--- src/hw/rtl/aewu_pkg.sv ---
package aewu_pkg;

  // word layout
  localparam int WORD_W = 32;
  localparam int SLOT_W = 5;
  localparam int CHAN_W = 6;
  localparam int VALUE_W = 13;
  localparam int CNT_W = 32;

  localparam logic [2:0] TYPE_DATA = 3'd0;
  localparam logic [2:0] TYPE_TRAILER = 3'd4;
  localparam logic [WORD_W-1:0] FILLER_WORD = '1;
  localparam logic [VALUE_W-1:0] OVERFLOW_VALUE = 13'd4096;

  // queue between front and back; depth is a power of two
  localparam int QUEUE_DEPTH = 4;
  localparam int QPTR_W = $clog2(QUEUE_DEPTH);
  localparam int QCNT_W = QPTR_W + 1;

  typedef enum logic [1:0] {
    PH_IDLE,
    PH_DATA,
    PH_TRAIL,
    PH_FILL
  } phase_t;

  // one classified word on its way to the back end
  typedef struct packed {
    logic               data_valid;
    logic [CHAN_W-1:0]  channel;
    logic [VALUE_W-1:0] value;
    logic               overflowed;
    logic               event_end;
    logic               slot_mismatch;
    logic               inc_data;
    logic               inc_ovf;
    logic               inc_mism;
  } item_t;

endpackage

--- src/hw/rtl/aewu_if.sv ---
interface aewu_word_if;
  logic                          valid;
  logic                          ready;
  logic [aewu_pkg::WORD_W-1:0]   word;

  modport source(output valid, output word, input ready);
  modport sink(input valid, input word, output ready);
endinterface

interface aewu_result_if;
  logic                          valid;
  logic                          ready;
  logic                          data_valid;
  logic [aewu_pkg::CHAN_W-1:0]   channel;
  logic [aewu_pkg::VALUE_W-1:0]  value;
  logic                          overflowed;
  logic                          event_end;
  logic                          slot_mismatch;
  logic [aewu_pkg::CNT_W-1:0]    total_data;
  logic [aewu_pkg::CNT_W-1:0]    overflow_total;
  logic [aewu_pkg::CNT_W-1:0]    mismatch_total;

  modport source(output valid, output data_valid, output channel, output value,
                 output overflowed, output event_end, output slot_mismatch,
                 output total_data, output overflow_total, output mismatch_total,
                 input ready);
  modport sink(input valid, input data_valid, input channel, input value,
               input overflowed, input event_end, input slot_mismatch,
               input total_data, input overflow_total, input mismatch_total,
               output ready);
endinterface

--- src/hw/rtl/aewu_front.sv ---
module aewu_front (
  input  logic                        clk,
  input  logic                        rst,
  input  logic [aewu_pkg::SLOT_W-1:0] expected_slot,
  aewu_word_if.sink                   words,
  input  logic                        q_full,
  output logic                        push,
  output aewu_pkg::item_t             item
);

  aewu_pkg::phase_t phase;
  aewu_pkg::phase_t phase_next;

  logic [2:0] wtype;
  logic       hdr_match;
  logic       hdr_trl;
  logic       is_filler;
  logic       accept;

  assign words.ready = !q_full;
  assign accept = words.valid && !q_full;
  assign push = accept;

  // field decode shared by all phases
  assign wtype = words.word[26:24];
  assign hdr_match = (words.word[31:27] == expected_slot);
  assign hdr_trl = (wtype == aewu_pkg::TYPE_TRAILER);
  assign is_filler = (words.word == aewu_pkg::FILLER_WORD);

  // phase register
  always_ff @(posedge clk) begin
    if (rst) begin
      phase <= aewu_pkg::PH_IDLE;
    end else if (accept) begin
      phase <= phase_next;
    end
  end

  // classify the word against the current phase
  always_comb begin
    logic do_header;
    logic do_after;
    do_header = 1'b0;
    do_after = 1'b0;
    phase_next = phase;
    item = '0;

    case (phase)
      aewu_pkg::PH_IDLE: begin
        do_header = 1'b1;
      end
      aewu_pkg::PH_DATA: begin
        if (wtype == aewu_pkg::TYPE_DATA) begin
          item.inc_data = 1'b1;
          if (!words.word[13]) begin
            item.data_valid = 1'b1;
            item.channel = words.word[21:16];
            if (words.word[12]) begin
              item.inc_ovf = 1'b1;
              item.overflowed = 1'b1;
              item.value = aewu_pkg::OVERFLOW_VALUE;
            end else begin
              item.value = {1'b0, words.word[11:0]};
            end
          end
        end else if (hdr_trl) begin
          item.event_end = 1'b1;
          phase_next = aewu_pkg::PH_TRAIL;
        end else begin
          // event closed without trailer
          item.event_end = 1'b1;
          do_after = 1'b1;
        end
      end
      aewu_pkg::PH_TRAIL: begin
        do_after = !hdr_trl;
      end
      aewu_pkg::PH_FILL: begin
        do_after = 1'b1;
      end
      default: begin
        do_after = 1'b1;
      end
    endcase

    // filler check after an event
    if (do_after) begin
      if (is_filler) begin
        phase_next = aewu_pkg::PH_IDLE;
      end else begin
        do_header = 1'b1;
      end
    end

    // header decode
    if (do_header) begin
      if (!hdr_match) begin
        item.inc_mism = 1'b1;
        item.slot_mismatch = 1'b1;
        phase_next = aewu_pkg::PH_IDLE;
      end else if (hdr_trl) begin
        item.event_end = 1'b1;
        phase_next = aewu_pkg::PH_FILL;
      end else begin
        phase_next = aewu_pkg::PH_DATA;
      end
    end
  end

endmodule

--- src/hw/rtl/aewu_queue.sv ---
module aewu_queue (
  input  logic            clk,
  input  logic            rst,
  input  logic            push,
  input  aewu_pkg::item_t push_item,
  output logic            full,
  input  logic            pop,
  output logic            q_valid,
  output aewu_pkg::item_t q_item
);

  aewu_pkg::item_t entries [aewu_pkg::QUEUE_DEPTH];

  logic [aewu_pkg::QPTR_W-1:0] wr_ptr;
  logic [aewu_pkg::QPTR_W-1:0] rd_ptr;
  logic [aewu_pkg::QCNT_W-1:0] count;

  assign full = (count == aewu_pkg::QCNT_W'(aewu_pkg::QUEUE_DEPTH));
  assign q_valid = (count != '0);
  assign q_item = entries[rd_ptr];

  // pointers and fill count
  always_ff @(posedge clk) begin
    if (rst) begin
      wr_ptr <= '0;
      rd_ptr <= '0;
      count <= '0;
    end else begin
      if (push) begin
        wr_ptr <= wr_ptr + 1'b1;
      end
      if (pop) begin
        rd_ptr <= rd_ptr + 1'b1;
      end
      case ({push, pop})
        2'b10:   count <= count + 1'b1;
        2'b01:   count <= count - 1'b1;
        default: count <= count;
      endcase
    end
  end

  // storage
  always_ff @(posedge clk) begin
    if (push) begin
      entries[wr_ptr] <= push_item;
    end
  end

endmodule

--- src/hw/rtl/aewu_back.sv ---
module aewu_back (
  input  logic            clk,
  input  logic            rst,
  input  logic            q_valid,
  input  aewu_pkg::item_t q_item,
  output logic            pop,
  aewu_result_if.source   results
);

  logic out_valid;
  logic [aewu_pkg::CNT_W-1:0] data_counter;
  logic [aewu_pkg::CNT_W-1:0] overflow_counter;
  logic [aewu_pkg::CNT_W-1:0] mismatch_counter;
  logic [aewu_pkg::CNT_W-1:0] data_counter_next;
  logic [aewu_pkg::CNT_W-1:0] overflow_counter_next;
  logic [aewu_pkg::CNT_W-1:0] mismatch_counter_next;

  logic                          data_valid;
  logic [aewu_pkg::CHAN_W-1:0]   channel;
  logic [aewu_pkg::VALUE_W-1:0]  value;
  logic                          overflowed;
  logic                          event_end;
  logic                          slot_mismatch;

  // take the next item when the output register is empty or draining
  assign pop = q_valid && (!out_valid || results.ready);

  assign data_counter_next = data_counter + aewu_pkg::CNT_W'(q_item.inc_data);
  assign overflow_counter_next = overflow_counter + aewu_pkg::CNT_W'(q_item.inc_ovf);
  assign mismatch_counter_next = mismatch_counter + aewu_pkg::CNT_W'(q_item.inc_mism);

  // running counters and output valid
  always_ff @(posedge clk) begin
    if (rst) begin
      out_valid <= 1'b0;
      data_counter <= '0;
      overflow_counter <= '0;
      mismatch_counter <= '0;
    end else begin
      if (pop) begin
        out_valid <= 1'b1;
        data_counter <= data_counter_next;
        overflow_counter <= overflow_counter_next;
        mismatch_counter <= mismatch_counter_next;
      end else if (results.ready) begin
        out_valid <= 1'b0;
      end
    end
  end

  // output payload register
  always_ff @(posedge clk) begin
    if (pop) begin
      data_valid <= q_item.data_valid;
      channel <= q_item.channel;
      value <= q_item.value;
      overflowed <= q_item.overflowed;
      event_end <= q_item.event_end;
      slot_mismatch <= q_item.slot_mismatch;
    end
  end

  assign results.valid = out_valid;
  assign results.data_valid = data_valid;
  assign results.channel = channel;
  assign results.value = value;
  assign results.overflowed = overflowed;
  assign results.event_end = event_end;
  assign results.slot_mismatch = slot_mismatch;
  assign results.total_data = data_counter;
  assign results.overflow_total = overflow_counter;
  assign results.mismatch_total = mismatch_counter;

endmodule

--- src/hw/rtl/adc_event_word_unpacker_core.sv ---
// Decodes an ADC readout stream one 32-bit word per beat: headers checked
// against expected_slot, data words turned into channel/value pairs (4096 on
// overflow, nothing on underflow), trailers closing the event and an all-ones
// filler after it swallowed. Every accepted word gives exactly one result beat
// carrying the running data, overflow and slot-mismatch counts (32-bit,
// wrapping). A word can be accepted every cycle while the queue has room; its
// result beat passes through the queue and then the output register, and is
// held until the sink is ready. The front decoder and the back-end output stage
// are separated by a 4-entry queue, so input stalls only once a stalled result
// sink holds five words: four in the queue and one in the output register. After
// the sink frees a queue entry, input is taken again from the following cycle.
// expected_slot should be written only while no words are in flight.
module adc_event_word_unpacker_core (
  input  logic                        clk,
  input  logic                        rst,
  input  logic                        cfg_we,
  input  logic [aewu_pkg::SLOT_W-1:0] cfg_data,
  aewu_word_if.sink                   words,
  aewu_result_if.source               results
);

  logic [aewu_pkg::SLOT_W-1:0] expected_slot;
  logic            push;
  logic            q_full;
  logic            pop;
  logic            q_valid;
  aewu_pkg::item_t push_item;
  aewu_pkg::item_t q_item;

  // slot register
  always_ff @(posedge clk) begin
    if (rst) begin
      expected_slot <= '0;
    end else if (cfg_we) begin
      expected_slot <= cfg_data;
    end
  end

  aewu_front u_front (
    .clk           (clk),
    .rst           (rst),
    .expected_slot (expected_slot),
    .words         (words),
    .q_full        (q_full),
    .push          (push),
    .item          (push_item)
  );

  aewu_queue u_queue (
    .clk       (clk),
    .rst       (rst),
    .push      (push),
    .push_item (push_item),
    .full      (q_full),
    .pop       (pop),
    .q_valid   (q_valid),
    .q_item    (q_item)
  );

  aewu_back u_back (
    .clk     (clk),
    .rst     (rst),
    .q_valid (q_valid),
    .q_item  (q_item),
    .pop     (pop),
    .results (results)
  );

endmodule

--- src/flat_wrapper.sv ---
// flat-port wrapper written by rule: the top's interface ports become plain ports
module adc_event_word_unpacker_core_flat 
  (clk, rst, cfg_we, cfg_data, words_valid, words_word, words_ready, results_valid, results_data_valid, results_channel, results_value, results_overflowed, results_event_end, results_slot_mismatch, results_total_data, results_overflow_total, results_mismatch_total, results_ready);
  aewu_word_if words_i ();
  aewu_result_if results_i ();
  input  logic clk;
  input  logic rst;
  input  logic cfg_we;
  input  logic [aewu_pkg::SLOT_W-1:0] cfg_data;
  input wire logic [$bits(words_i.valid)-1:0] words_valid;
  input wire logic [$bits(words_i.word)-1:0] words_word;
  output wire logic [$bits(words_i.ready)-1:0] words_ready;
  output wire logic [$bits(results_i.valid)-1:0] results_valid;
  output wire logic [$bits(results_i.data_valid)-1:0] results_data_valid;
  output wire logic [$bits(results_i.channel)-1:0] results_channel;
  output wire logic [$bits(results_i.value)-1:0] results_value;
  output wire logic [$bits(results_i.overflowed)-1:0] results_overflowed;
  output wire logic [$bits(results_i.event_end)-1:0] results_event_end;
  output wire logic [$bits(results_i.slot_mismatch)-1:0] results_slot_mismatch;
  output wire logic [$bits(results_i.total_data)-1:0] results_total_data;
  output wire logic [$bits(results_i.overflow_total)-1:0] results_overflow_total;
  output wire logic [$bits(results_i.mismatch_total)-1:0] results_mismatch_total;
  input wire logic [$bits(results_i.ready)-1:0] results_ready;
  assign words_i.valid = words_valid;
  assign words_i.word = words_word;
  assign words_ready = words_i.ready;
  assign results_valid = results_i.valid;
  assign results_data_valid = results_i.data_valid;
  assign results_channel = results_i.channel;
  assign results_value = results_i.value;
  assign results_overflowed = results_i.overflowed;
  assign results_event_end = results_i.event_end;
  assign results_slot_mismatch = results_i.slot_mismatch;
  assign results_total_data = results_i.total_data;
  assign results_overflow_total = results_i.overflow_total;
  assign results_mismatch_total = results_i.mismatch_total;
  assign results_i.ready = results_ready;
  adc_event_word_unpacker_core u_core (.clk(clk), .rst(rst), .cfg_we(cfg_we), .cfg_data(cfg_data), .words(words_i), .results(results_i));
endmodule
--- config.mk ---
export PLATFORM = sky130hd
export DESIGN_NAME = adc_event_word_unpacker_core_flat
export DESIGN_NICKNAME = d
export VERILOG_FILES = /design/src/hw/rtl/aewu_pkg.sv /design/src/hw/rtl/aewu_if.sv /design/src/hw/rtl/aewu_front.sv /design/src/hw/rtl/aewu_queue.sv /design/src/hw/rtl/aewu_back.sv /design/src/hw/rtl/adc_event_word_unpacker_core.sv /design/src/flat_wrapper.sv
export SDC_FILE = /design/constraint.sdc
export NUM_CORES = 1
export LEC_CHECK = 0
export BUFFER_PORTS_ARGS = -buffer_cell sky130_fd_sc_hd__buf_2
export CORE_AREA = 2 2 150 152
export CTS_CLUSTER_DIAMETER = 40
export CTS_CLUSTER_SIZE = 24
export DETAILED_ROUTE_END_ITERATION = 10
export DIE_AREA = 0 0 152 154
export MAX_ROUTING_LAYER = met4
export PLACE_DENSITY = 0.66
export SYNTH_ARGS = -nofsm -noshare
export SYNTH_HDL_FRONTEND = slang
export SYNTH_SLANG_ARGS = --single-unit
--- constraint.sdc ---
create_clock -name clk -period 3.43 [get_ports clk]
set_input_delay 0.343 -clock clk [delete_from_list [all_inputs] [get_ports clk]]
set_output_delay 0.343 -clock clk [all_outputs]
set_load 0.005 [all_outputs]
**After elaboration in Yosys (flattened, before gate mapping)**

Memory sizes are Yosys's and may differ from the RTL's. A register that Yosys moved wholly into a read port is not among the register bits.
Cells that the tools add are included.

- Bits in registers: 134
- Bits in writable memories: 104
- Bits of input ports: 42
- Output and inout port bits: 121
- Memories kept: 1

- $add $sub $neg: 7
- Equal/unequal tests: 9
- Multiplexer cells: 35
- Reduce and logical (&&, ||, !) cells: 11

Memory list:

| memory | depth | width | read ports | clocked after Yosys merged registers in | wr ports | line | text |
|---|---|---|---|---|---|---|---|
| u_core.u_queue.entries | 4 | 26 | 1 | 1 | 1 | aewu_queue.sv:12 | `aewu_pkg::item_t entries [aewu_pkg::QUEUE_DEPTH];` |

Operator list:

| kind | count |
|---|---|
| $add 32x1->32 | 3 |
| $mux 21 | 2 |
| $eq 32x32->1 const B | 1 |
| $mux 2 | 13 |
| $mux 22 | 1 |
| $mux 1 | 16 |
| $mux 13 | 1 |
| $eq 2x2->1 const B | 3 |
| $eq 3x3->1 const B | 2 |
| $pmux 3 s2 | 1 |
| $eq 5x5->1 | 1 |
| $add 2x1->2 const B | 2 |
| $eq 2x1->1 const B | 2 |
| $reduce_bool 2->1 | 2 |
| $add 3x1->3 const B | 1 |
| $logic_not 1->1 | 3 |
| $logic_not 3->1 | 1 |
| $pmux 1 s3 | 1 |
| $reduce_bool 3->1 | 1 |
| $sub 3x1->3 const B | 1 |
| $logic_and 1x1->1 | 2 |
| $logic_not 2->1 | 1 |
| $logic_or 1x1->1 | 1 |

**Logic depth before layout (Yosys ltp)**

- Depth in word-level cells: 7
- Gate-level depth with buffers: 11

**Modules after synthesis**

A second synthesis with hierarchy kept.

- Cells, all modules: 870
- Area total of the unflattened synthesis: 10,452.5 um^2

By module, submodules not included:

| module | instances | cells an instance | area an instance (um^2) |
|---|---|---|---|
| aewu_back | 1 | 602 | 5,557.8 |
| aewu_queue | 1 | 183 | 4,232.8 |
| aewu_front | 1 | 69 | 481.7 |
| adc_event_word_unpacker_core | 1 | 16 | 180.2 |

**Worst setup path after synthesis**

No wires, ideal clock.

- Path type: reg-to-reg
- Start point: register u_core.u_queue.count[2] in the netlist's numbering
- End point: register u_core.u_queue.count[2] in the netlist's numbering
- Setup time: 0.070 ns
- Arrival: 2.947 ns
- Required time: 3.360 ns
- Path slack: 0.413 ns
- Cell stages (with the launch flop): 12
- Clock period less this slack: 3.017 ns
- Path through: dfxtp_1 or3_1 clkbuf_1 buf_2 nand2_1 clkinv_1 ha_1 inv_1 fa_1 xor2_1 or3_1 a21oi_1

- Elaborated cells between the ends (all ways): 11

RTL lines:

| element | line | text |
|---|---|---|
| start, declared | aewu_queue.sv:16 | `logic [aewu_pkg::QCNT_W-1:0] count;` |
| start signal, assigned | aewu_queue.sv:36 | `2'b10: count <= count + 1'b1;` |
| start signal, assigned | aewu_queue.sv:37 | `2'b01: count <= count - 1'b1;` |
| start signal, assigned | aewu_queue.sv:38 | `default: count <= count;` |
| $reduce_bool 3->1 * | aewu_queue.sv:19 | `assign q_valid = (count != '0);` |
| $logic_and 1x1->1 * | aewu_back.sv:26 | `assign pop = q_valid && (!out_valid \|\| results.ready);` |
| via u_core.pop | adc_event_word_unpacker_core.sv:25 | `logic pop;` |
| $eq 2x1->1 / $eq 2x2->1 (equally long branches) | aewu_queue.sv:35 | `case ({push, pop})` |
| $pmux 3 s2 / $reduce_bool 2->1 (equally long branches) | - |  |

Mark *: on every way through the listed nets, which the timed path passes. The rest lies on a longest branch.
A chain may end at the register's enable or synchronous reset.

==> results.md <==
* CTS Hold Bufs at 0
* Fmax at ~380 MHz
* Largest net degree at the start of global routing at 106
* Cell mode on critical path: ha_1
* Worst-Margin Slew at between 1000 and 1500 ps
* Post-CTS Setup Inserts at 0
* DRT Pass-1 Iters at 5
* Clock-pin slew on the worst setup and hold paths at 60 ps
* Post-layout power at 8.14 mW
* Setup TNS Final at 0 ps
* Final Instance Count excl. Fillers at 1,320
* RSZ-0062 raised after global routing: false
* Post-Place Cells at 1,261
* Antenna Nets Post-Route at 0
* Synth Instances at 854
* Share of layout cells above drive strength 1 at between 20% and 30%
* Fraction of registers with async set/reset at 0%
* Critical path fanouts, max at 22
* Syn Area/Cell at approximately 12 um2
* Worst Skew at around 25 ps
* Synth area leader: edfxtp_1
* Post-synth EDFFs at ~110
* CP Launch Type: flip-flop
* Post-synth top flop: edfxtp_1
* Final Setup Violations at 0
* Static leakage power at 4.53 nW
* Endpoint class of the critical path: flip-flop
* Die Area at 0.0234 mm2
* Final Hold Viols at 0
* Htree depth at 2
* CTS tree: built
* Count leader, synth: edfxtp_1
* 1st-iter DRT viols at 472
* Maxcap violations at 0
* Die span in y at 154 um
* CP required at 3840 ps
* Hold crit path type: in2reg
* WS Path Type: reg2reg
* Initial antenna violation count at 1
* Clock buffer depth at 3
* TritonCTS Buffers at 35
* Starting Density at ~45%
* Tot GR Track Use at 19.3%
* Synth cell count leaders: edfxtp_1, dfxtp_1, a21oi_1
* Synthesized Nets at ~910
* Yosys top cell area share at 34.7%
* Slew Limit Fails at 0
* Crit path time final at 2640 ps
* Post-CTS Resized at 0
* Via count at 7,336
* Drt total wl at 22,200 um
* Die Width at 152 um
* Final net count at around 1,100
* Slowest CP cell: or4_1
* Crit path cell chain: buf_4 > mux4_2 > ha_1 > ha_1 > nand4_1 > or4_1 > a21oi_1
* Top Ports at 163
* First-pass GRT wire length at 36,000 um
* VDD IR-drop max at 0.345 mV
* Area grow syn2layout at 23.0%
* Core area at 0.0217 mm2
* Run status: finished, final reports clean
* Clock latency on the worst-skew pair at about 500 ps
* Port-buffer cells at 162
* Clock Tree Root: clkbuf_16
* Worst Path Arrival at 3050 ps
* Vias/cell at 5.56
* Post-synth cell types at 47
* P per Cell Area at 671 mW/mm2
* Final HPWL DP at 14,700 um
* Ranking of synthesized cells by area: edfxtp_1, dfxtp_1, mux4_2
* Slew HR at 28.0%
* YS warnings at 0
* DRC violations left at 0
* Worst path max stage delay at around 650 ps
* Fin crit share at 77.0%
* Synthesized flop and latch total at 227
* Fraction of the yosys area taken by sequential cells at about 58%
* Cell area after synthesis at 0.00986 mm2
* Vias in the first global route at 7,056
* Post-DR wirelength/cell at 16.8 um
* Cell Rows at 54
* Fill count at 1,865
* Routability-driven placement congestion ratio at 0.812
* Total global routing overflow at 0
* Clock Sinks at 227
-- through the flow --
step	cell area (um2)	utilization [%]	setup slack [ps]	hold slack, ps
after CTS	12100	55.9	747	76.8
after floorplan	9860	-	413	468
after global routing	12100	55.9	527	107
after detailed placement	10900	50.4	757	472
after global placement	10900	50.4	833	459
final	12100	55.9	787	95.0
-- layer usage --
metal	GRT usage, %	wire [um]	vias up
met3	4.31	1180	42
met4	6.32	591	0
met1	24.9	10000	3527
li1	-	-	3589
met2	30.4	10400	178
met5	-	0	-
-- layout make-up --
cell class,count,area [um2],area share [%]
timing repair buffer,180,948,7.82
multi-input combinational,553,3880,32.0
clock buffer,42,965,7.95
antenna,1,2.50,0.0206
inverter,21,78.8,0.650
sequential,227,5690,46.9
clock inverter,16,223,1.84
tap,280,350,2.89
-- worst max-delay path, delay by kind of cell (launching register included) --
family	cells	cell delay, ps
buffers and inverters	1	320
DFF	1	330
and+or+nand+nor	2	1120
adders and majority gates	2	340
muxes	1	270
AOI/OAI and AO/OA	1	150
-- sequential cells by signal, summed over array words and instances (netlist names), named ones only --
signal,cells
u_core.u_queue.wr_ptr,2
u_core.u_queue.count,3
u_core.u_back.results.overflow_total,32
u_core.u_back.results.event_end,1
u_core.u_queue.rd_ptr,2
u_core.u_back.results.value,13
u_core.u_back.results.valid,1
u_core.u_back.results.mismatch_total,32
u_core.u_back.results.total_data,32
u_core.u_queue.entries,92
u_core.u_front.phase,2
u_core.u_back.results.slot_mismatch,1
u_core.expected_slot,5
u_core.u_back.results.data_valid,1
u_core.u_back.results.channel,6
-- worst paths after layout --
kind / cells past startpoint / start / slack, ps / endpoint
worst max-delay path: 7 / flip-flop / 790 / u_core.u_back.results.overflow_total[16]$_SDFFE_PP0P_
worst min-delay path: 3 / cfg_data[0] / 100 / u_core.expected_slot[0]$_SDFFE_PP0P_
worst max register to register: 7 / flip-flop / 790 / u_core.u_back.results.overflow_total[16]$_SDFFE_PP0P_
worst min register to register: 2 / u_core.u_back.results.mismatch_total[31]$_SDFFE_PP0P_ / 480 / u_core.u_back.results.mismatch_total[31]$_SDFFE_PP0P_
-- power by group --
part	switching (mW)	leakage (nW)	total, mW	internal [mW]
combinational	0.713	1.94	1.25	0.538
clock	1.26	0.575	3.52	2.26
sequential	0.123	2.02	3.37	3.25
-- kinds of logic (layout without fill, tap and decap cells) --
logic type	Yosys count	after routing	synth area share (%)
simple gates	337	337	19.5
buf+inv	74	259	3.01
flops	227	227	57.7
xor+xnor	21	21	1.87
mux	53	53	8.62
other cells	0	1	0
compound gates	129	129	7.60
fa+ha+maj	13	13	1.73
-- placed cells by master (no fill, tap or decap), types with 11 or more instances in the layout --
cell / count
o31ai_1: 32
mux2_2: 25
mux4_2: 23
nand2_1: 41
dfxtp_1: 113
buf_2: 161
nor2_1: 51
and2_1: 25
inv_1: 20
nand3_1: 34
o21ai_0: 25
nor4_1: 25
ha_1: 12
buf_4: 19
clkbuf_16: 37
or3_1: 25
nand4_1: 36
xor2_1: 14
nor2b_1: 28
or4_1: 34
edfxtp_1: 114
a21oi_1: 64
and4_1: 11
(Power assumes the default switching activity.)
